--- src/hdl/bfnn_pkg.sv ---
// Package for the brute-force nearest-neighbor search block.
// Sizes, field widths, command transaction type and the element conversion helper.
// No dependencies; every other file except bfnn_ram imports it.
package bfnn_pkg;

  // Sizing
  localparam int MAX_REFERENCE_ROWS    = 256;
  localparam int MAX_DESCRIPTOR_LENGTH = 128;
  localparam int ELEMENT_BITS          = 16;

  // Fixed port widths
  localparam int MODE_W    = 2;
  localparam int ELEM_IN_W = 16;
  localparam int CFG_W     = 8;
  localparam int ROW_OUT_W = 8;
  localparam int DIST_W    = 48;

  localparam logic [DIST_W-1:0] DIST_MAX     = '1;
  localparam logic [CFG_W-1:0]  LENGTH_RESET = CFG_W'(128);

  // Derived widths
  localparam int LEN_W     = $clog2(MAX_DESCRIPTOR_LENGTH + 1);
  localparam int POS_W     = (MAX_DESCRIPTOR_LENGTH > 1) ? $clog2(MAX_DESCRIPTOR_LENGTH) : 1;
  localparam int CNT_W     = $clog2(MAX_REFERENCE_ROWS + 1);
  localparam int ROW_W     = (MAX_REFERENCE_ROWS > 1) ? $clog2(MAX_REFERENCE_ROWS) : 1;
  localparam int REF_DEPTH = MAX_REFERENCE_ROWS * MAX_DESCRIPTOR_LENGTH;
  localparam int REF_AW    = (REF_DEPTH > 1) ? $clog2(REF_DEPTH) : 1;
  localparam int RAW_W     = (ELEMENT_BITS > ELEM_IN_W) ? ELEMENT_BITS : ELEM_IN_W;
  localparam int DIFF_W    = ELEMENT_BITS + 1;
  localparam int SQ_W      = 2 * DIFF_W;
  localparam int SQX_W     = (SQ_W > DIST_W) ? SQ_W : DIST_W;

  // Command queue between front and back
  localparam int CMDQ_DEPTH = 4;
  localparam int CMDQ_PTR_W = (CMDQ_DEPTH > 1) ? $clog2(CMDQ_DEPTH) : 1;
  localparam int CMDQ_CNT_W = $clog2(CMDQ_DEPTH + 1);

  typedef enum logic [MODE_W-1:0] {
    MODE_LOAD  = 2'd0,
    MODE_QUERY = 2'd1,
    MODE_CLEAR = 2'd2
  } mode_t;

  typedef enum logic {
    CMD_LOAD,
    CMD_QUERY
  } cmd_op_t;

  typedef logic        [LEN_W-1:0]        len_t;
  typedef logic        [POS_W-1:0]        pos_t;
  typedef logic        [CNT_W-1:0]        cnt_t;
  typedef logic        [ROW_W-1:0]        row_t;
  typedef logic        [REF_AW-1:0]       ref_addr_t;
  typedef logic signed [ELEMENT_BITS-1:0] elem_t;
  typedef logic        [DIST_W-1:0]       dist_t;

  // One command transaction handed from front to back
  typedef struct packed {
    cmd_op_t   op;
    logic      last;       // query element closes a row
    ref_addr_t ref_addr;   // store address for a load
    pos_t      qry_addr;   // buffer slot for a query element
    elem_t     elem;
    cnt_t      row_count;  // rows stored when the query row closed
    len_t      len;        // active row length
  } cmd_t;

  // Low ELEMENT_BITS of the raw field, read as signed
  function automatic elem_t elem_from_raw(input logic [ELEM_IN_W-1:0] raw);
    logic [RAW_W-1:0] wide;
    wide = RAW_W'(raw);
    return elem_t'(wide[ELEMENT_BITS-1:0]);
  endfunction

endpackage

--- src/hdl/bfnn_front.sv ---
// Front end: takes input items and the length register, tracks row positions and
// row count, and turns items into command transactions. Depends on bfnn_pkg.
module bfnn_front (
  input  logic                            clk,
  input  logic                            rst_n,
  input  logic                            cfg_valid,
  output logic                            cfg_ready,
  input  logic [bfnn_pkg::CFG_W-1:0]      cfg_data,
  input  logic                            in_valid,
  output logic                            in_ready,
  input  logic [bfnn_pkg::MODE_W-1:0]     in_mode,
  input  logic signed [bfnn_pkg::ELEM_IN_W-1:0] in_element,
  output logic                            cmd_push,
  output bfnn_pkg::cmd_t                  cmd_data,
  input  logic                            cmd_full
);
  import bfnn_pkg::*;

  logic [CFG_W-1:0] cfg_len_r;
  cnt_t             row_cnt_r, row_cnt_nxt;
  pos_t             load_pos_r, load_pos_nxt;
  pos_t             qry_pos_r, qry_pos_nxt;
  ref_addr_t        row_base_r, row_base_nxt;
  len_t             act_len;
  logic             in_acc;
  logic             load_end;
  logic             qry_end;

  assign cfg_ready = 1'b1;
  assign in_ready  = !cmd_full;
  assign in_acc    = in_valid && in_ready;

  // Zero length acts as one, oversize clamps to the maximum
  always_comb begin
    if (cfg_len_r == '0) begin
      act_len = LEN_W'(1);
    end else if (int'(cfg_len_r) > MAX_DESCRIPTOR_LENGTH) begin
      act_len = LEN_W'(MAX_DESCRIPTOR_LENGTH);
    end else begin
      act_len = LEN_W'(cfg_len_r);
    end
  end

  assign load_end = (LEN_W'(load_pos_r) + LEN_W'(1)) >= act_len;
  assign qry_end  = (LEN_W'(qry_pos_r) + LEN_W'(1)) >= act_len;

  // Item classification and position bookkeeping
  always_comb begin
    row_cnt_nxt  = row_cnt_r;
    load_pos_nxt = load_pos_r;
    qry_pos_nxt  = qry_pos_r;
    row_base_nxt = row_base_r;
    cmd_push     = 1'b0;

    cmd_data.op        = CMD_LOAD;
    cmd_data.last      = qry_end;
    cmd_data.ref_addr  = row_base_r + REF_AW'(load_pos_r);
    cmd_data.qry_addr  = qry_pos_r;
    cmd_data.elem      = elem_from_raw(in_element);
    cmd_data.row_count = row_cnt_r;
    cmd_data.len       = act_len;

    if (in_acc) begin
      unique case (in_mode)
        MODE_LOAD: begin
          // store full: element dropped
          if (row_cnt_r < CNT_W'(MAX_REFERENCE_ROWS)) begin
            cmd_push = 1'b1;
            if (load_end) begin
              load_pos_nxt = '0;
              row_cnt_nxt  = row_cnt_r + CNT_W'(1);
              row_base_nxt = row_base_r + REF_AW'(MAX_DESCRIPTOR_LENGTH);
            end else begin
              load_pos_nxt = load_pos_r + POS_W'(1);
            end
          end
        end
        MODE_QUERY: begin
          cmd_push    = 1'b1;
          cmd_data.op = CMD_QUERY;
          qry_pos_nxt = qry_end ? '0 : qry_pos_r + POS_W'(1);
        end
        MODE_CLEAR: begin
          row_cnt_nxt  = '0;
          load_pos_nxt = '0;
          row_base_nxt = '0;
        end
        default: begin
        end
      endcase
    end
  end

  always_ff @(posedge clk) begin
    if (!rst_n) begin
      cfg_len_r  <= LENGTH_RESET;
      row_cnt_r  <= '0;
      load_pos_r <= '0;
      qry_pos_r  <= '0;
      row_base_r <= '0;
    end else begin
      if (cfg_valid && cfg_ready) begin
        cfg_len_r <= cfg_data;
      end
      row_cnt_r  <= row_cnt_nxt;
      load_pos_r <= load_pos_nxt;
      qry_pos_r  <= qry_pos_nxt;
      row_base_r <= row_base_nxt;
    end
  end

endmodule

--- config.mk ---
export PLATFORM = sky130hd
export DESIGN_NAME = bfnn_front
export DESIGN_NICKNAME = d
export VERILOG_FILES = /design/src/hdl/bfnn_pkg.sv /design/src/hdl/bfnn_front.sv
export SDC_FILE = /design/constraint.sdc
export NUM_CORES = 1
export LEC_CHECK = 0
export ABC_AREA = 1
export BUFFER_PORTS_ARGS = -buffer_cell sky130_fd_sc_hd__buf_4
export CAP_MARGIN = 5
export CORE_MARGIN = 1.5
export CORE_UTILIZATION = 45
export DETAILED_ROUTE_END_ITERATION = 8
export MAX_ROUTING_LAYER = met4
export PLACE_DENSITY = 0.72
export REMOVE_ABC_BUFFERS = 1
export SYNTH_ARGS = -nofsm -noshare
export SYNTH_HDL_FRONTEND = slang
export SYNTH_SLANG_ARGS = --single-unit
export TNS_END_PERCENT = 50
--- constraint.sdc ---
create_clock -name clk -period 7.5 [get_ports clk]
set_input_delay 1.5 -clock clk [delete_from_list [all_inputs] [get_ports clk]]
set_output_delay 1.5 -clock clk [all_outputs]
set_load 0.005 [all_outputs]
### Word-level counts from Yosys, hierarchy flattened

Cells that the tools add are included.
Widths: inputs -> output; s select.

| word-level totals | value |
|---|---|
| input port bits | 31 |
| latch bits | 0 |
| register bits | 46 |
| output and inout bits | 60 |
| memories | 0 |
| memory bits (writable) | 0 |
| word-level logic and storage cells | 45 |
| memory bits (read-only) | 0 |

| cells by class | value |
|---|---|
| order comparisons | 4 |
| $add $sub $neg | 7 |
| bitwise gates (word level) | 0 |
| shift-type cells | 0 |
| divide/modulo/power cells | 0 |
| mux-type cells | 17 |
| equality and inequality tests | 4 |
| reductions and logical operators | 8 |
| multipliers | 0 |

Operator list:

| operator | number |
|---|---|
| $mux 15 | 2 |
| $pmux 15 s2 | 1 |
| $mux 7 | 3 |
| $mux 9 | 2 |
| $pmux 9 s2 | 1 |
| $add 7x1->8 const B | 2 |
| $ge 8x8->1 | 2 |
| $mux 8 | 2 |
| $add 15x7->15 | 1 |
| $add 15x8->15 const B | 1 |
| $add 7x1->7 const B | 2 |
| $pmux 7 s2 | 1 |
| $add 9x1->9 const B | 1 |
| $lt 9x9->1 const B | 1 |
| $gt 8x8->1 const B | 1 |
| $logic_not 8->1 | 1 |
| $mux 1 | 4 |
| $ne 2x2->1 const B | 2 |
| $reduce_and 4->1 | 1 |
| $reduce_and 3->1 | 1 |
| $eq 2x1->1 const B | 1 |
| $eq 2x2->1 const B | 1 |
| $logic_not 2->1 | 1 |
| $pmux 1 s2 | 1 |
| other kinds (4) | 4 |

### Logic depth before layout (Yosys ltp)

| depth | value |
|---|---|
| word-level depth | 7 |
| depth in mapped cells | 21 |
| mapped depth without buffers | 20 |

### Least setup slack after synthesis

No wires, ideal clock.

| timing path | value |
|---|---|
| kind | flip-flop to output port |
| from | register qry_pos_r[0] |
| to | output port cmd_data[55] in the netlist's numbering |
| buffers on the path | 1 |
| arrival | 2.222 ns |
| slack | 3.778 ns |
| cell stages (with the launch flop) | 12 |
| required time | 6.000 ns |
| path through | dfxtp_1 ha_1 nand3_1 nand3b_1 xor2_1 inv_1 ha_1 inv_1 nor3_1 a211oi_1 nand2_1 buf_4 |

| on the way | value |
|---|---|
| cells in the longest elaborated chain, start to end | 2 |

Ends and longest elaborated chain:

| what | line | RTL |
|---|---|---|
| start, declared | bfnn_front.sv:22 | `pos_t qry_pos_r, qry_pos_nxt;` |
| start signal, assigned | bfnn_front.sv:107 | `qry_pos_r <= qry_pos_nxt;` |
| $add 7x1->8 | bfnn_front.sv:45 | `assign qry_end = (LEN_W'(qry_pos_r) + LEN_W'(1)) >= act_len;` |
| $ge 8x8->1 | bfnn_front.sv:45 |  |
| end, declared | bfnn_front.sv:14 | `output bfnn_pkg::cmd_t cmd_data,` |

No other way between the ends.

==> metrics.md <==
| Metric | Value |
|---|---|
| Leak pwr | `1.47 nW` |
| H-tree depth | `2` |
| Final Hold Fails | `0` |
| Setup violators final | `0` |
| CTS sink cnt | `39` |
| Synthesized area per cell | `6.83 sq um` |
| Peak VDD IR | `96.2 uV` |
| Hold Path Class | `reg2reg` |
| Die Ht | `81.4 um` |
| Post-route setup TNS | `0 ps` |
| Die Span X | `81.4 um` |
| Shortest period the worst path allows | `4310 ps` |
| Drt pass-1 iters | `4` |
| Clock transition at the registers of the reported paths | `90 ps` |
| Initial antenna violation count | `0` |
| Pin count of the biggest net entering global routing | `25` |
| Slew Limit Fails | `0` |
| Share of cells above drive strength 1 | `22.8%` |
| Final instance area | `3160 sq um` |
| Power per cell area | `153 nW/um^2` |
| Area Overhead vs Synth | `14.0%` |
| Maximum buffer depth of the clock tree | `2` |
| Fillers | `579` |
| # Post-CTS Setup Buffers | `0` |
| WL per Instance | `13.1 um` |
| Mapped Area | `2770 sq um` |
| CP Class | `reg2out` |
| Critical path startpoint | `qry_pos_r[0]$_SDFFE_PN0P_` |
| NumNets Final | `477` |
| Crit end category | `output pin` |
| Place WS | `3560 ps` |
| Run status | `completed` |
| Final worst slack | `3190 ps` |
| TritonCTS buffer count | `5` |
| RR Endpoint | `row_base_r[10]$_SDFFE_PN0P_` |
| Rows | `28` |
| Initial Util | `46.7%` |
| Synth unique cells | `35` |
| Worst-path maximum fanout | `8` |
| Placed cell areas | `3040 sq um` |
| Post-synthesis xor/xnor area fraction | `3.80%` |
| Fin crit share | `57.5%` |
| Max Clk Rate | `0.232 GHz` |
| Global-route wire length before repair | `10700 um` |
| Post-Place Cells | `496` |
| Fin cells | `504` |
| PostCTS Resize Cnt | `0` |
| Slew headroom | `43.6%` |
| Residual DRC | `0` |
| FF+latch count, synth | `39` |
| Worst-case reg-to-reg path depth | `13` |
| Routing usage on met1 | `27.0%` |
| Hold buffer count at CTS | `0` |
| Via density | `5.18` |
| Hpwl dp | `4980 um` |
| CP Launch Type | `register` |
| Largest family of logic cells by synthesized area | `simple AND/OR/NAND/NOR gates` |
| Sequential-to-total area share from yosys stat | `28.2%` |
| Buffers added on ports | `57` |
| DR vias | `2612` |
| Worst Tran Pin Value | `840 ps` |
| Core box area | `5920 sq um` |
| Grt peak-use layer | `met2` |
| RSZ-0062 raised after global routing | `no` |
| Worst path required time | `6000 ps` |
| Overall power | `0.482 mW` |
| GR Overflow Total | `0` |
| GR Layer Usage met3 | `6.44%` |
| CTS tree | `yes` |
| Global-route usage over all layers | `21.4%` |
| Adder-cell share of the synthesized area | `8.14%` |
| Synth warnings | `0` |
| Routed WL | `6600 um` |
| Gp weighted congestion | `0.873` |
| Mux share of post-synthesis cell area | `0%` |
| GRT met2 Usage | `32.5%` |
| Iter 0 DRT Violations | `150` |
| CTS root buffer | `clkbuf_8` |
| Clk_lat worst skew | `300 ps` |
| Synth Area in Compound Gates | `11.3%` |
| Reg2Reg Launch Point | `load_pos_r[0]$_SDFFE_PN0P_` |
| Syn Inst Count | `405` |
| Area of the die | `6630 sq um` |
| Vias in the first global route | `2295` |
| Reg2Reg Setup Slack | `4590 ps` |
| Worst Path Arrival | `2810 ps` |
| Simple-gate area share of the yosys netlist | `32.3%` |
| Hold depth | `2` |
| Post-route antenna net violation count | `0` |
| Clk_skew | `11.0 ps` |
| Crit path to | `cmd_data[55]` |
| I/O pins | `91` |
| Number of antenna diodes | `0` |
| Max cap viols | `0` |
==> report_power, final <==
group          internal, mW  total, mW  switching [mW]
Sequential            0.214      0.221         0.00754
Clock                 0.108      0.187          0.0788
Combinational        0.0307     0.0743          0.0435
==> cell usage in the layout (no fill, tap or decap) <==
master | netlist | routed
nand3_1 | 38 | 38
nand3b_1 | 7 | 7
o21ai_4 | 2 | 2
dfxtp_1 | 39 | 39
a21oi_1 | 27 | 27
o31ai_1 | 1 | 1
nand2_1 | 65 | 65
inv_2 | 1 | 1
nand3_2 | 1 | 1
inv_4 | 1 | 1
nand4_1 | 2 | 2
nor2_2 | 22 | 22
o21bai_1 | 1 | 1
a31o_2 | 1 | 1
o21ai_0 | 19 | 19
o21ai_1 | 1 | 1
bufinv_16 | 0 | 1
inv_1 | 49 | 49
nand3_4 | 1 | 1
o21a_1 | 1 | 1
xor2_1 | 10 | 10
buf_4 | 21 | 57
conb_1 | 1 | 1
clkinv_2 | 0 | 1
nor3_1 | 8 | 8
nand2_2 | 1 | 1
xnor2_1 | 2 | 2
nand2_4 | 1 | 1
nor2_1 | 39 | 39
clkbuf_8 | 0 | 6
or2_2 | 1 | 1
nor3b_1 | 1 | 1
nor2_4 | 1 | 1
ha_1 | 18 | 18
a211oi_1 | 2 | 2
==> cell usage after synthesis (all sizes together) <==
library cell  count  area [sq um]
nand3b            7          52.6
clkbuf           17          63.8
buf              24           188
inv              51           194
nor3              8          40.0
o21bai            1          7.51
a31o              1          8.76
nor3b             1          7.51
xor2             10          87.6
nand3            40           218
dfxtp            39           781
or2               1          6.26
nand2            67           262
o21ai            22           133
nor2             62           295
ha               18           225
o31ai             1          7.51
a211oi            2          15.0
a21oi            27           135
xnor2             2          17.5
conb              1          3.75
nand4             2          12.5
o21a              1          7.51
==> logic make-up after synthesis <==
family	after synthesis
and+or+nand+nor	188
buffers and inverters	92
AOI/OAI and AO/OA	55
DFF	39
adders and majority gates	18
xor gates and xnor gates	12
other	1
==> area by class of cell <==
class	count	area [sq um]	area share, %
clock buffers	6	82.6	2.62
clock inverters	2	35.0	1.11
inverters	51	194	6.15
multi-input cells	274	1540	48.9
flip-flops and latches	39	781	24.7
well taps	75	93.8	2.97
repair buffers	57	428	13.6
==> worst min-delay path by stage <==
stage	startpoint	end	slack (ps)
4_1_cts	load_pos_r[6]$_SDFFE_PN0P_	load_pos_r[6]$_SDFFE_PN0P_	490
3_5_place_dp	load_pos_r[6]$_SDFFE_PN0P_	load_pos_r[6]$_SDFFE_PN0P_	480
2_1_floorplan	cfg_len_r[6]$_SDFFE_PN0P_	cfg_len_r[6]$_SDFFE_PN0P_	450
3_3_place_gp	load_pos_r[6]$_SDFFE_PN0P_	load_pos_r[6]$_SDFFE_PN0P_	470
6_report	load_pos_r[6]$_SDFFE_PN0P_	load_pos_r[6]$_SDFFE_PN0P_	490
5_1_grt	load_pos_r[6]$_SDFFE_PN0P_	load_pos_r[6]$_SDFFE_PN0P_	500
==> sequential cells by signal, summed over array words and instances (netlist names) <==
name and cells:
row_cnt_r 9, qry_pos_r 7, row_base_r 8, cfg_len_r 8, load_pos_r 7
==> stage by stage <==
stage | utilization (%) | hold WS (ps)
final | 53.3 | 488
after global routing | 53.3 | 498
after CTS | 53.3 | 486
after detailed placement | 51.3 | 475
after global placement | 51.3 | 473
after floorplan | - | 454
==> layer usage <==
layer | wire length (um) | up-vias
met5 | 0 | -
met4 | 140 | 0
met3 | 508 | 14
met2 | 3040 | 99
met1 | 2910 | 1191
li1 | - | 1308
==> worst max-delay path: stages, from the launching register on <==
cell      delay, ps
dfxtp_1         430
ha_1            220
nand3_1         110
nand3b_1        190
xor2_1          170
inv_1            60
ha_1            260
inv_1            70
nor3_1           50
a211oi_1        660
nand2_1         120
buf_4           160
(Power assumes the default switching activity.)
