File: src/hdl/bfnn_pkg.sv
// Package for the brute-force nearest-neighbor search block.
// Sizes, field widths, command transaction type and the element conversion helper.
// No dependencies; every other file except bfnn_ram imports it.
package bfnn_pkg;

  // Sizing
  localparam int MAX_REFERENCE_ROWS    = 256;
  localparam int MAX_DESCRIPTOR_LENGTH = 128;
  localparam int ELEMENT_BITS          = 16;

  // Fixed port widths
  localparam int MODE_W    = 2;
  localparam int ELEM_IN_W = 16;
  localparam int CFG_W     = 8;
  localparam int ROW_OUT_W = 8;
  localparam int DIST_W    = 48;

  localparam logic [DIST_W-1:0] DIST_MAX     = '1;
  localparam logic [CFG_W-1:0]  LENGTH_RESET = CFG_W'(128);

  // Derived widths
  localparam int LEN_W     = $clog2(MAX_DESCRIPTOR_LENGTH + 1);
  localparam int POS_W     = (MAX_DESCRIPTOR_LENGTH > 1) ? $clog2(MAX_DESCRIPTOR_LENGTH) : 1;
  localparam int CNT_W     = $clog2(MAX_REFERENCE_ROWS + 1);
  localparam int ROW_W     = (MAX_REFERENCE_ROWS > 1) ? $clog2(MAX_REFERENCE_ROWS) : 1;
  localparam int REF_DEPTH = MAX_REFERENCE_ROWS * MAX_DESCRIPTOR_LENGTH;
  localparam int REF_AW    = (REF_DEPTH > 1) ? $clog2(REF_DEPTH) : 1;
  localparam int RAW_W     = (ELEMENT_BITS > ELEM_IN_W) ? ELEMENT_BITS : ELEM_IN_W;
  localparam int DIFF_W    = ELEMENT_BITS + 1;
  localparam int SQ_W      = 2 * DIFF_W;
  localparam int SQX_W     = (SQ_W > DIST_W) ? SQ_W : DIST_W;

  // Command queue between front and back
  localparam int CMDQ_DEPTH = 4;
  localparam int CMDQ_PTR_W = (CMDQ_DEPTH > 1) ? $clog2(CMDQ_DEPTH) : 1;
  localparam int CMDQ_CNT_W = $clog2(CMDQ_DEPTH + 1);

  typedef enum logic [MODE_W-1:0] {
    MODE_LOAD  = 2'd0,
    MODE_QUERY = 2'd1,
    MODE_CLEAR = 2'd2
  } mode_t;

  typedef enum logic {
    CMD_LOAD,
    CMD_QUERY
  } cmd_op_t;

  typedef logic        [LEN_W-1:0]        len_t;
  typedef logic        [POS_W-1:0]        pos_t;
  typedef logic        [CNT_W-1:0]        cnt_t;
  typedef logic        [ROW_W-1:0]        row_t;
  typedef logic        [REF_AW-1:0]       ref_addr_t;
  typedef logic signed [ELEMENT_BITS-1:0] elem_t;
  typedef logic        [DIST_W-1:0]       dist_t;

  // One command transaction handed from front to back
  typedef struct packed {
    cmd_op_t   op;
    logic      last;       // query element closes a row
    ref_addr_t ref_addr;   // store address for a load
    pos_t      qry_addr;   // buffer slot for a query element
    elem_t     elem;
    cnt_t      row_count;  // rows stored when the query row closed
    len_t      len;        // active row length
  } cmd_t;

  // Low ELEMENT_BITS of the raw field, read as signed
  function automatic elem_t elem_from_raw(input logic [ELEM_IN_W-1:0] raw);
    logic [RAW_W-1:0] wide;
    wide = RAW_W'(raw);
    return elem_t'(wide[ELEMENT_BITS-1:0]);
  endfunction

endpackage

File: src/hdl/bfnn_cmdq.sv
// Short command queue between front and back so each side stalls on its own.
// Depends on bfnn_pkg for the command type and depth.
module bfnn_cmdq (
  input  logic           clk,
  input  logic           rst_n,
  input  logic           push,
  input  bfnn_pkg::cmd_t push_data,
  output logic           full,
  input  logic           pop,
  output logic           pop_valid,
  output bfnn_pkg::cmd_t pop_data
);
  import bfnn_pkg::*;

  cmd_t                  mem_r [CMDQ_DEPTH];
  logic [CMDQ_PTR_W-1:0] wr_ptr_r, rd_ptr_r;
  logic [CMDQ_CNT_W-1:0] cnt_r;
  logic                  do_push, do_pop;

  assign full      = (cnt_r == CMDQ_CNT_W'(CMDQ_DEPTH));
  assign pop_valid = (cnt_r != '0);
  assign pop_data  = mem_r[rd_ptr_r];
  assign do_push   = push && !full;
  assign do_pop    = pop && pop_valid;

  function automatic logic [CMDQ_PTR_W-1:0] ptr_inc(input logic [CMDQ_PTR_W-1:0] p);
    return (p == CMDQ_PTR_W'(CMDQ_DEPTH - 1)) ? '0 : p + CMDQ_PTR_W'(1);
  endfunction

  // Pointers and fill level
  always_ff @(posedge clk) begin
    if (!rst_n) begin
      wr_ptr_r <= '0;
      rd_ptr_r <= '0;
      cnt_r    <= '0;
    end else begin
      if (do_push) begin
        wr_ptr_r <= ptr_inc(wr_ptr_r);
      end
      if (do_pop) begin
        rd_ptr_r <= ptr_inc(rd_ptr_r);
      end
      if (do_push && !do_pop) begin
        cnt_r <= cnt_r + CMDQ_CNT_W'(1);
      end else if (do_pop && !do_push) begin
        cnt_r <= cnt_r - CMDQ_CNT_W'(1);
      end
    end
  end

  // Entry storage
  always_ff @(posedge clk) begin
    if (do_push) begin
      mem_r[wr_ptr_r] <= push_data;
    end
  end

`ifndef SYNTHESIS
  a_cnt_bound: assert property (@(posedge clk) disable iff (!rst_n)
    cnt_r <= CMDQ_CNT_W'(CMDQ_DEPTH))
    else $error("command queue fill level above depth");

  a_cnt_push: assert property (@(posedge clk) disable iff (!rst_n)
    ($past(rst_n) && $past(do_push) && !$past(do_pop)) |-> (cnt_r == $past(cnt_r) + 1'b1))
    else $error("command queue fill level missed a push");
`endif

endmodule

File: config.mk
export PLATFORM = sky130hd
export DESIGN_NAME = bfnn_cmdq
export DESIGN_NICKNAME = d
export VERILOG_FILES = /design/src/hdl/bfnn_pkg.sv /design/src/hdl/bfnn_cmdq.sv
export SDC_FILE = /design/constraint.sdc
export NUM_CORES = 1
export LEC_CHECK = 0
export BUFFER_PORTS_ARGS = -buffer_cell sky130_fd_sc_hd__clkbuf_2
export CAP_MARGIN = 20
export CORE_UTILIZATION = 35
export CTS_CLUSTER_SIZE = 25
export DETAILED_ROUTE_END_ITERATION = 10
export PLACE_DENSITY = 0.58
export SLEW_MARGIN = 20
export SYNTH_ARGS = -nofsm -noshare
export SYNTH_HDL_FRONTEND = slang
export SYNTH_SLANG_ARGS = --single-unit
export TNS_END_PERCENT = 20
File: constraint.sdc
create_clock -name clk -period 2.54 [get_ports clk]
set_input_delay 0.254 -clock clk [delete_from_list [all_inputs] [get_ports clk]]
set_output_delay 0.254 -clock clk [all_outputs]
set_load 0.1 [all_outputs]
=== Word level (Yosys, flattened, before mapping) ===
Memory sizes are Yosys's and may differ from the RTL's. A register that Yosys moved wholly into a read port is not among the register bits.
Cells that the tools add are included.

* $add $sub $neg: 4
* Multipliers: 0
* Div/mod/pow operators: 0
* Order comparisons: 0
* Eq/ne operators: 3
* Shifts and indexed selects: 0
* Multiplexer cells: 8
* Bitwise logic cells: 0
* Reduce and logical (&&, ||, !) cells: 9

{| class="wikitable"
|+ Operator list
! kind !! count
|-
| $mux 2 || 4
|-
| $mux 3 || 2
|-
| $add 2x1->2 const B || 2
|-
| $eq 2x2->1 const B || 2
|-
| $logic_and 1x1->1 || 4
|-
| $add 3x1->3 const B || 1
|-
| $eq 3x3->1 const B || 1
|-
| $logic_not 1->1 || 3
|-
| $reduce_bool 3->1 || 1
|-
| $sub 3x1->3 const B || 1
|-
| $mux 1 || 2
|-
| $reduce_bool 2->1 || 1
|}

* Register bits: 7
* Latch bits: 0
* Memory bits (writable): 228
* ROM bits: 0
* Bits of input ports: 61
* Output and inout bits: 59
* Logic and storage cells: 28
* Memories: 1

{| class="wikitable"
|+ Memories
! memory !! words !! bits a word !! read ports !! clocked after memory_dff !! wr ports !! line !! text
|-
| mem_r || 4 || 57 || 1 || 1 || 1 || bfnn_cmdq.sv:15 || <nowiki>cmd_t mem_r [CMDQ_DEPTH];</nowiki>
|}

=== Logic depth before layout (Yosys ltp) ===
Gate-level depths: netlist (run 1).

* Depth after elaboration: 7
* Gate-level depth with buffers: 9
* Mapped depth without buffers: 8

=== Worst setup path after synthesis (run 1) ===
Ideal clock, no wire load.

* Kind: flip-flop to flip-flop
* Start point: register cnt_r[0]
* End point: memory mem_r[0][0] in the netlist's numbering, enable pin
* Library setup time: 0.516 ns
* Data arrival time: 3.694 ns
* Data required time: 2.024 ns
* Setup slack: -1.670 ns
* Stages on the path, launching flop included: 5
* Path buffers: 1
* Period minus slack after synthesis: 4.210 ns
* Path through: dfxtp_1 nor3b_1 nor2b_1 buf_2 and2_1

* Word-level cells in the longest chain between the ends: 5

{| class="wikitable"
|+ RTL lines
! element !! line !! text
|-
| start, declared || bfnn_cmdq.sv:17 || <nowiki>logic [CMDQ_CNT_W-1:0] cnt_r;</nowiki>
|-
| start signal, assigned || bfnn_cmdq.sv:44 || <nowiki>cnt_r <= cnt_r + CMDQ_CNT_W'(1);</nowiki>
|-
| start signal, assigned || bfnn_cmdq.sv:46 || <nowiki>cnt_r <= cnt_r - CMDQ_CNT_W'(1);</nowiki>
|-
| $eq 3x3->1 || bfnn_cmdq.sv:20 || <nowiki>assign full = (cnt_r == CMDQ_CNT_W'(CMDQ_DEPTH));</nowiki>
|-
| named net full || bfnn_cmdq.sv:8 || <nowiki>output logic full,</nowiki>
|-
| $logic_not 1->1 || bfnn_cmdq.sv:23 || <nowiki>assign do_push = push && !full;</nowiki>
|-
| $logic_and 1x1->1 || bfnn_cmdq.sv:23 ||
|-
| named net do_push || bfnn_cmdq.sv:18 || <nowiki>logic do_push, do_pop;</nowiki>
|-
| $mux 1 || bfnn_cmdq.sv:53 || <nowiki>if (do_push) begin</nowiki>
|-
| $mux 1 (implied by the code) || bfnn_cmdq.sv:54 || <nowiki>mem_r[wr_ptr_r] <= push_data;</nowiki>
|-
| end, declared || bfnn_cmdq.sv:15 ||
|}

The timed path passes the listed nets, and every way through them passes these cells.

==> run metrics, run 1 <==
clock sink total=237; WL/cell=17.9 microns; Largest stage delay, worst path=0.54 ns; post-synthesis area per instance=25.0 sq um; number of global-route vias before repair=~4700; area enclosed by the die boundary=25500 sq um; Residual DRC=0; fraction of the mapped netlist area in simple logic gates=1.19%; cell with the largest stage delay on the worst path=sky130_fd_sc_hd__dfxtp_4; IO buf count=119; number of max-slew violations in the final report=0; detailed-routing iteration count for the pre-antenna-repair pass=4; clock insertion delay at the later pin of the skew report=0.51 ns; fraction of final layout cells sized beyond drive strength 1=41.6%; Cell Count, Final, Fillers Out=between 800 and 900; crit path DAT=2.15 ns; Row Count=57; power density over cell area=1210 nW/um^2; cell types with the largest area share after synthesis=sky130_fd_sc_hd__edfxtp_1 (79%), sky130_fd_sc_hd__mux4_2 (15%), sky130_fd_sc_hd__dfxtp_1 (2.1%); pre-CTS WS=0.336 ns; area share of xor/xnor cells in the synthesized design=0.201%; post-layout min period=roughly 2.4 ns; proportion of netlist area held by the largest area contributor=78.7%; Non-Filler Cell Area, Final=11200 sq um; Async S/R FF share, synth=0%; synthesized flop and latch total=237; layout filler cell count=2048; kind of capture point of the worst setup path=output pin; leakage component of the power=3.83 nW; CTS buffer count=25; max-capacitance violation count=0; endpoints failing hold=0; outcome=completed; worst slew slack as a fraction of its limit=a little over three fifths; worst path cell trace=buf_4, mux4_2, clkbuf_4; most numerous cell in the Yosys netlist=sky130_fd_sc_hd__edfxtp_1; Hold/Removal Path Class=in2reg; total of endpoints with negative setup slack in the final report=0; Clock Tree Buf Depth=3; initial standard-cell utilization of the core=35.8%; antenna violations before repair=0; proportion of synthesized chip area in sequential cells=80.8%; setup_tns=0 ns; largest net degree at the start of global routing=58; detailed placer's ending HPWL=9.93 mm; Synth Area in Compound Gates=0.345%; transition time at the pin with the least slew margin=0.563 ns; RSZ-0062 raised after global routing=false; first-pass GRT wire length=26.0 mm; top_reg_cell synth=sky130_fd_sc_hd__edfxtp_1; most frequent cells after synthesis=sky130_fd_sc_hd__edfxtp_1 (228), sky130_fd_sc_hd__mux4_2 (57), sky130_fd_sc_hd__dfxtp_1 (9); fin nets=about 620; mux share of post-synthesis cell area=15.1%; Congestion Overflow GR=0; largest family of logic cells by synthesized area=multiplexers; share of the core filled with cells in the final layout=between 40% and 50%; instance count of the mapped netlist=348; critical path launch point type=register; number of library cell types mapped by synthesis=23; drt initial violations=255; final worst-path setup slack=around 0.14 ns; aggregate global-route resource usage=13.2%; largest clock skew in the final design=0.0118 ns; total standard cell area after synthesis=8690 sq um; fraction of the cycle the final worst path needs=94.5%; depth of the CTS H-tree=1; Core Area=24300 sq um; horizontal die dimension=160 microns; vias after detailed routing=4149; Fmax=between 400 and 500 MHz; final routed wirelength across all metal layers=16.1 mm; number of nets still failing antenna checks after routing=0; Synth Net Count=416; crit path max fanout=15; largest area contributor in the synthesized netlist=sky130_fd_sc_hd__edfxtp_1; floorplan die height=160 microns; post-synthesis share of cell area spent on full adders, half adders and majority gates=1.09%; number of placed instances with taps included=794; clock tree from TritonCTS=yes; Worst Path Required=2.29 ns; DP Area=9830 sq um; relative area change from synthesis to final layout=29.1%; startpoint-to-endpoint class of the critical path=reg2out; number of antenna cells inserted=0; warning count from the yosys run=0; # Post-CTS Setup Buffers=0; Worst VDD drop=0.000722 V; average via count per standard cell=4.63; final weighted congestion in routability-driven placement=0.686; EDFF count, synth=228; Boundary Pins=120; root buffer selected by CTS=sky130_fd_sc_hd__clkbuf_16; clock edge transition at the registers on the reported setup and hold paths=0.06 ns
-- state kept, by name, summed over array words and instances (netlist names), named ones only --
| register | cells |
|---|---|
| cnt_r | 3 |
| mem_r | 228 |
| rd_ptr_r | 2 |
| wr_ptr_r | 2 |
-- worst paths after layout --
check / cells past startpoint / end / slack, ns / start
max: 3 / pop_data[18] / 0.14 / register
min: 2 / cnt_r[2]$_SDFFE_PN0P_ / 0.13 / rst_n
max reg2reg: 7 / cnt_r[2]$_SDFFE_PN0P_ / 0.32 / cnt_r[1]$_SDFFE_PN0P_
min reg2reg: 2 / wr_ptr_r[1]$_SDFFE_PN0P_ / 0.51 / wr_ptr_r[1]$_SDFFE_PN0P_
-- worst max-delay path, delay by kind of cell (launching register included) --
kind                   cells  cell delay (ns)
flip-flops                 1             0.54
buffers and inverters      2             0.56
multiplexers               1             0.53
-- final cells by class --
cell class / count / area, sq um / share of cell area [%]
Clock inverter: 20 / 124 / 1.10
Clock buffer: 25 / 626 / 5.58
Sequential cell: 237 / 7030 / 62.7
Multi-Input combinational cell: 94 / 1580 / 14.1
Inverter: 3 / 11.3 / 0.100
Tap cell: 324 / 405 / 3.61
Timing Repair Buffer: 193 / 1440 / 12.8
-- cell usage in the layout (no fill, tap or decap), drive strengths merged, types with 5 or more instances in the layout --
| cell | instances |
|---|---|
| clkinv | 16 |
| and2 | 5 |
| dfxtp | 9 |
| ha | 6 |
| dlygate4sd3 | 57 |
| buf | 34 |
| nand2 | 6 |
| clkbuf | 127 |
| mux4 | 57 |
| edfxtp | 228 |
-- through the flow --
step	power, mW	hold WS (ns)
after global placement	10.3	0.465
after floorplan	9.43	0.353
after global routing	14.1	0.137
after detailed placement	10.3	0.476
final	13.6	0.130
after CTS	13.8	0.107
-- where the power goes --
group	leakage (nW)	internal, mW	switching [mW]	total [mW]
clock network	0.369	1.89	1.39	3.28
logic	1.30	1.31	4.08	5.39
registers	2.16	4.76	0.202	4.97
-- logic make-up after synthesis --
family	Yosys count
fa+ha+maj	7
compound gates	5
xor+xnor	2
mux	60
simple gates	20
flops	237
buf+inv	17
-- metal layers --
| metal | part of all wire [%] | routed length [microns] | vias up | global-route usage [%] |
|---|---|---|---|---|
| met3 | 4.9 | 796 | 35 | 2.81 |
| li1 | - | - | 1892 | - |
| met1 | 42 | 6760 | 2111 | 16.6 |
| met2 | 51 | 8160 | 111 | 22.9 |
| met4 | 2.2 | 359 | 0 | 4.02 |
| met5 | 0 | 0 | - | 0 |
-- what timing repair did --
action,in CTS,in global routing
hold buffers,57,0
hold endpoints to repair,228,0
setup endpoints to repair,28,17
gates resized for setup,28,17
cloned,0,0
Note: power is estimated with default switching activity, not from simulation.
==> inputs of run 2 (changes only) <==
Settings changed: ABC_AREA from default to 1, PLACE_DENSITY 0.58 to default.
==> run 2 against run 1 <==
  * Core utilization rose by 2.0 points
  * Critical path type unchanged
  * Sequential share of layout area down 4.6 points
  * Final cell count is 28% higher
  * Maximum frequency shrank 1.2%
  * Largest cell class unchanged
  * Wire length up 18%
  * Hold slack worse by 0.092 ns
==> run metrics, run 2 <==
outcome=completed; kind of capture point of the worst setup path=output pin; critical path launch point type=register; floorplan die height=162 microns (+1.3%); clock edge transition at the registers on the reported setup and hold paths=0.06 ns (about the same); clock insertion delay at the later pin of the skew report=0.50 ns (about the same); transition time at the pin with the least slew margin=0.537 ns (-0.0257 ns); number of max-slew violations in the final report=0 (unchanged); min-delay src=push_data[14]; proportion of netlist area held by the largest area contributor=76.7% (-2.1 points); Hold Path Depth=1 (-1); largest registers in the final layout=mem_r: 228 flops, cnt_r: 3 flops; CTS buffer count=25 (unchanged); top_reg_cell synth=sky130_fd_sc_hd__edfxtp_1; Fmax=412 MHz (-1.2%); R2R depth=12 (+5); Residual DRC=0 (unchanged); startpoint-to-endpoint class of the critical path=reg2out; fin nets=868 (+40%); clock tree from TritonCTS=yes; relative area change from synthesis to final layout=35.5%; WL/cell=16.5 microns (-8.0%); IO buf count=119 (unchanged); vias after detailed routing=5557 (+34%); total standard cell area after synthesis=8930 sq um (+2.7%); worst slew slack as a fraction of its limit=64.3% (+1.7 points); largest clock skew in the final design=0.0121 ns (+0.000306 ns); number of library cell types mapped by synthesis=19 (-17%); most numerous cell in the Yosys netlist=sky130_fd_sc_hd__edfxtp_1; fraction of final layout cells sized beyond drive strength 1=20.9% (-21 points); fraction of the cycle the final worst path needs=95.6% (+1.2 points); largest area contributor in the synthesized netlist=sky130_fd_sc_hd__edfxtp_1; total of endpoints with negative setup slack in the final report=0 (unchanged); final routed wirelength across all metal layers=18.9 mm (+18%); clock sink total=237 (unchanged); initial standard-cell utilization of the core=35.6% (-0.18 points); Row Count=58 (+1.8%); number of global-route vias before repair=5574 (+20%); synthesized flop and latch total=237 (unchanged); setup slack of the most critical reg-to-reg path=0.74 ns (+0.42 ns); RSZ-0062 raised after global routing=false; beginning of the worst register-to-register path=cnt_r[1]$_SDFFE_PN0P_; Worst Path Required=2.29 ns (about the same); Non-Filler Cell Area, Final=12100 sq um (+7.8%); Boundary Pins=120 (unchanged); endpoints failing hold=0 (unchanged); root buffer selected by CTS=sky130_fd_sc_hd__clkbuf_16; # Post-CTS Setup Buffers=0 (unchanged); warning count from the yosys run=0 (unchanged); Worst Hold Margin=0.0373 ns (-0.0922 ns); area enclosed by the die boundary=26200 sq um (+2.7%); average via count per standard cell=4.85 (+4.8%); capture point of the worst reg-to-reg path=cnt_r[2]$_SDFFE_PN0P_; most frequent cells after synthesis=sky130_fd_sc_hd__edfxtp_1 (228), sky130_fd_sc_hd__nor2_1 (131), sky130_fd_sc_hd__o21ai_0 (108); Async S/R FF share, synth=0% (unchanged); crit path max fanout=52 (+37); cell types with the largest area share after synthesis=sky130_fd_sc_hd__edfxtp_1 (77%), sky130_fd_sc_hd__o21ai_0 (6.1%), sky130_fd_sc_hd__nor2_1 (5.5%); detailed placer's ending HPWL=10.5 mm (+5.5%); EDFF count, synth=228 (unchanged); most frequent cells in the layout=sky130_fd_sc_hd__edfxtp_1 (228), sky130_fd_sc_hd__nor2_1 (127), sky130_fd_sc_hd__o21ai_0 (108); post-synthesis area per instance=14.4 sq um (-43%); max-capacitance violation count=0 (unchanged); final weighted congestion in routability-driven placement=0.698 (+1.7%); antenna violations before repair=0 (unchanged); aggregate global-route resource usage=14.5% (+1.3 points); drt initial violations=301 (+18%); share of the core filled with cells in the final layout=48.2% (+2.0 points); number of antenna cells inserted=0 (unchanged); first-pass GRT wire length=29.4 mm (+13%); Core Area=25100 sq um (+3.2%); setup_tns=0 ns (unchanged); Congestion Overflow GR=0 (unchanged); proportion of synthesized chip area in sequential cells=78.7% (-2.1 points); most frequent standard cell in the layout excluding fill and tap cells=sky130_fd_sc_hd__edfxtp_1; terminating pin of the worst hold path=mem_r[3][14]$_DFFE_PP_; Clock Tree Buf Depth=3 (unchanged); detailed-routing iteration count for the pre-antenna-repair pass=4 (unchanged); instance count of the mapped netlist=622 (+79%); Hold/Removal Path Class=in2reg; DP Area=10800 sq um (+9.8%); depth of the CTS H-tree=1 (unchanged); max FFs per register=228 (unchanged); register with the highest flop count=mem_r; post-layout min period=2.43 ns (+0.0299 ns); crit path DAT=2.18 ns (+0.03 ns); number of nets still failing antenna checks after routing=0 (unchanged); Synth Net Count=690 (+66%); largest net degree at the start of global routing=59 (+1.7%); horizontal die dimension=162 microns (+1.3%)
-- run 2: changes by cell type after synthesis, sizes merged, moves of 5 or more --
cell / change
nand2: +9
nor2: +129
o22ai: +57
o21ai: +113
buf: +9
clkbuf: +13
and2: -5
inv: +15
mux4: -57
-- run 2: layout make-up --
| class | instances | area, sq um |
|---|---|---|
| clock buffer | 35 | 673 |
| clock inverter | 7 | 56.3 |
| timing repair buffer | 187 | 2210 |
| fill | 2183 | 13000 |
| multi-input combinational | 331 | 1650 |
| sequential | 237 | 7030 |
| tap | 330 | 413 |
| inverter | 18 | 70.1 |
-- run 2: through the flow --
stage | worst slack [ns] | std cells
2_1_floorplan | -0.0890 | 622
3_3_place_gp | 0.613 | 1047
3_5_place_dp | 0.598 | 1047
4_1_cts | 0.0597 | 1145
5_1_grt | 0.00816 | 1145
6_report | 0.111 | 1145
-- run 2: what timing repair did --
action                                  in CTS  in global routing
endpoints found under the setup margin       0                 16
endpoints found under the hold margin      224                  0
hold buffers                                56                  0
resized for setup                            0                  3
-- run 2: worst max path at each step --
stage | startpoint | to | slack [ns]
after CTS | register | pop_data[49] | 0.06
after global routing | register | pop_data[15] | 0.008
after detailed placement | register | pop_data[49] | 0.60
final | register | pop_data[14] | 0.11
after floorplan | cnt_r[1]$_SDFFE_PN0P_ | mem_r[0][0]$_DFFE_PP_ | -0.09
after global placement | register | pop_data[49] | 0.61
-- run 2: layer usage --
metal / track usage (%) / routed length [microns] / up-vias
met5: 0 / 0 / -
met4: 3.60 / 274 / 0
met3: 2.91 / 1010 / 25
met2: 24.8 / 9300 / 143
met1: 18.8 / 8320 / 2728
li1: - / - / 2661
-- run 2: cell families (layout without fill, tap and decap cells) --
| group | after synthesis | count (layout) | share of synthesized area, % |
|---|---|---|---|
| compound gates | 175 | 175 | 10.6 |
| fa+ha+maj | 7 | 7 | 1.06 |
| simple gates | 149 | 149 | 6.35 |
| flops | 237 | 237 | 78.7 |
| buf+inv | 54 | 247 | 3.31 |
-- run 2: worst max-delay path, cell delays in order (launching register included) --
cell                      delay (ns)
sky130_fd_sc_hd__dfxtp_4        0.46
sky130_fd_sc_hd__inv_4          0.25
sky130_fd_sc_hd__buf_12         0.27
sky130_fd_sc_hd__nor2_1         0.07
sky130_fd_sc_hd__o22ai_1        0.36
sky130_fd_sc_hd__buf_12         0.23
Power of run 2 is left out: the tool's default activity adds up to more than one toggle a clock period on the data nets, which glitch-free logic cannot reach.
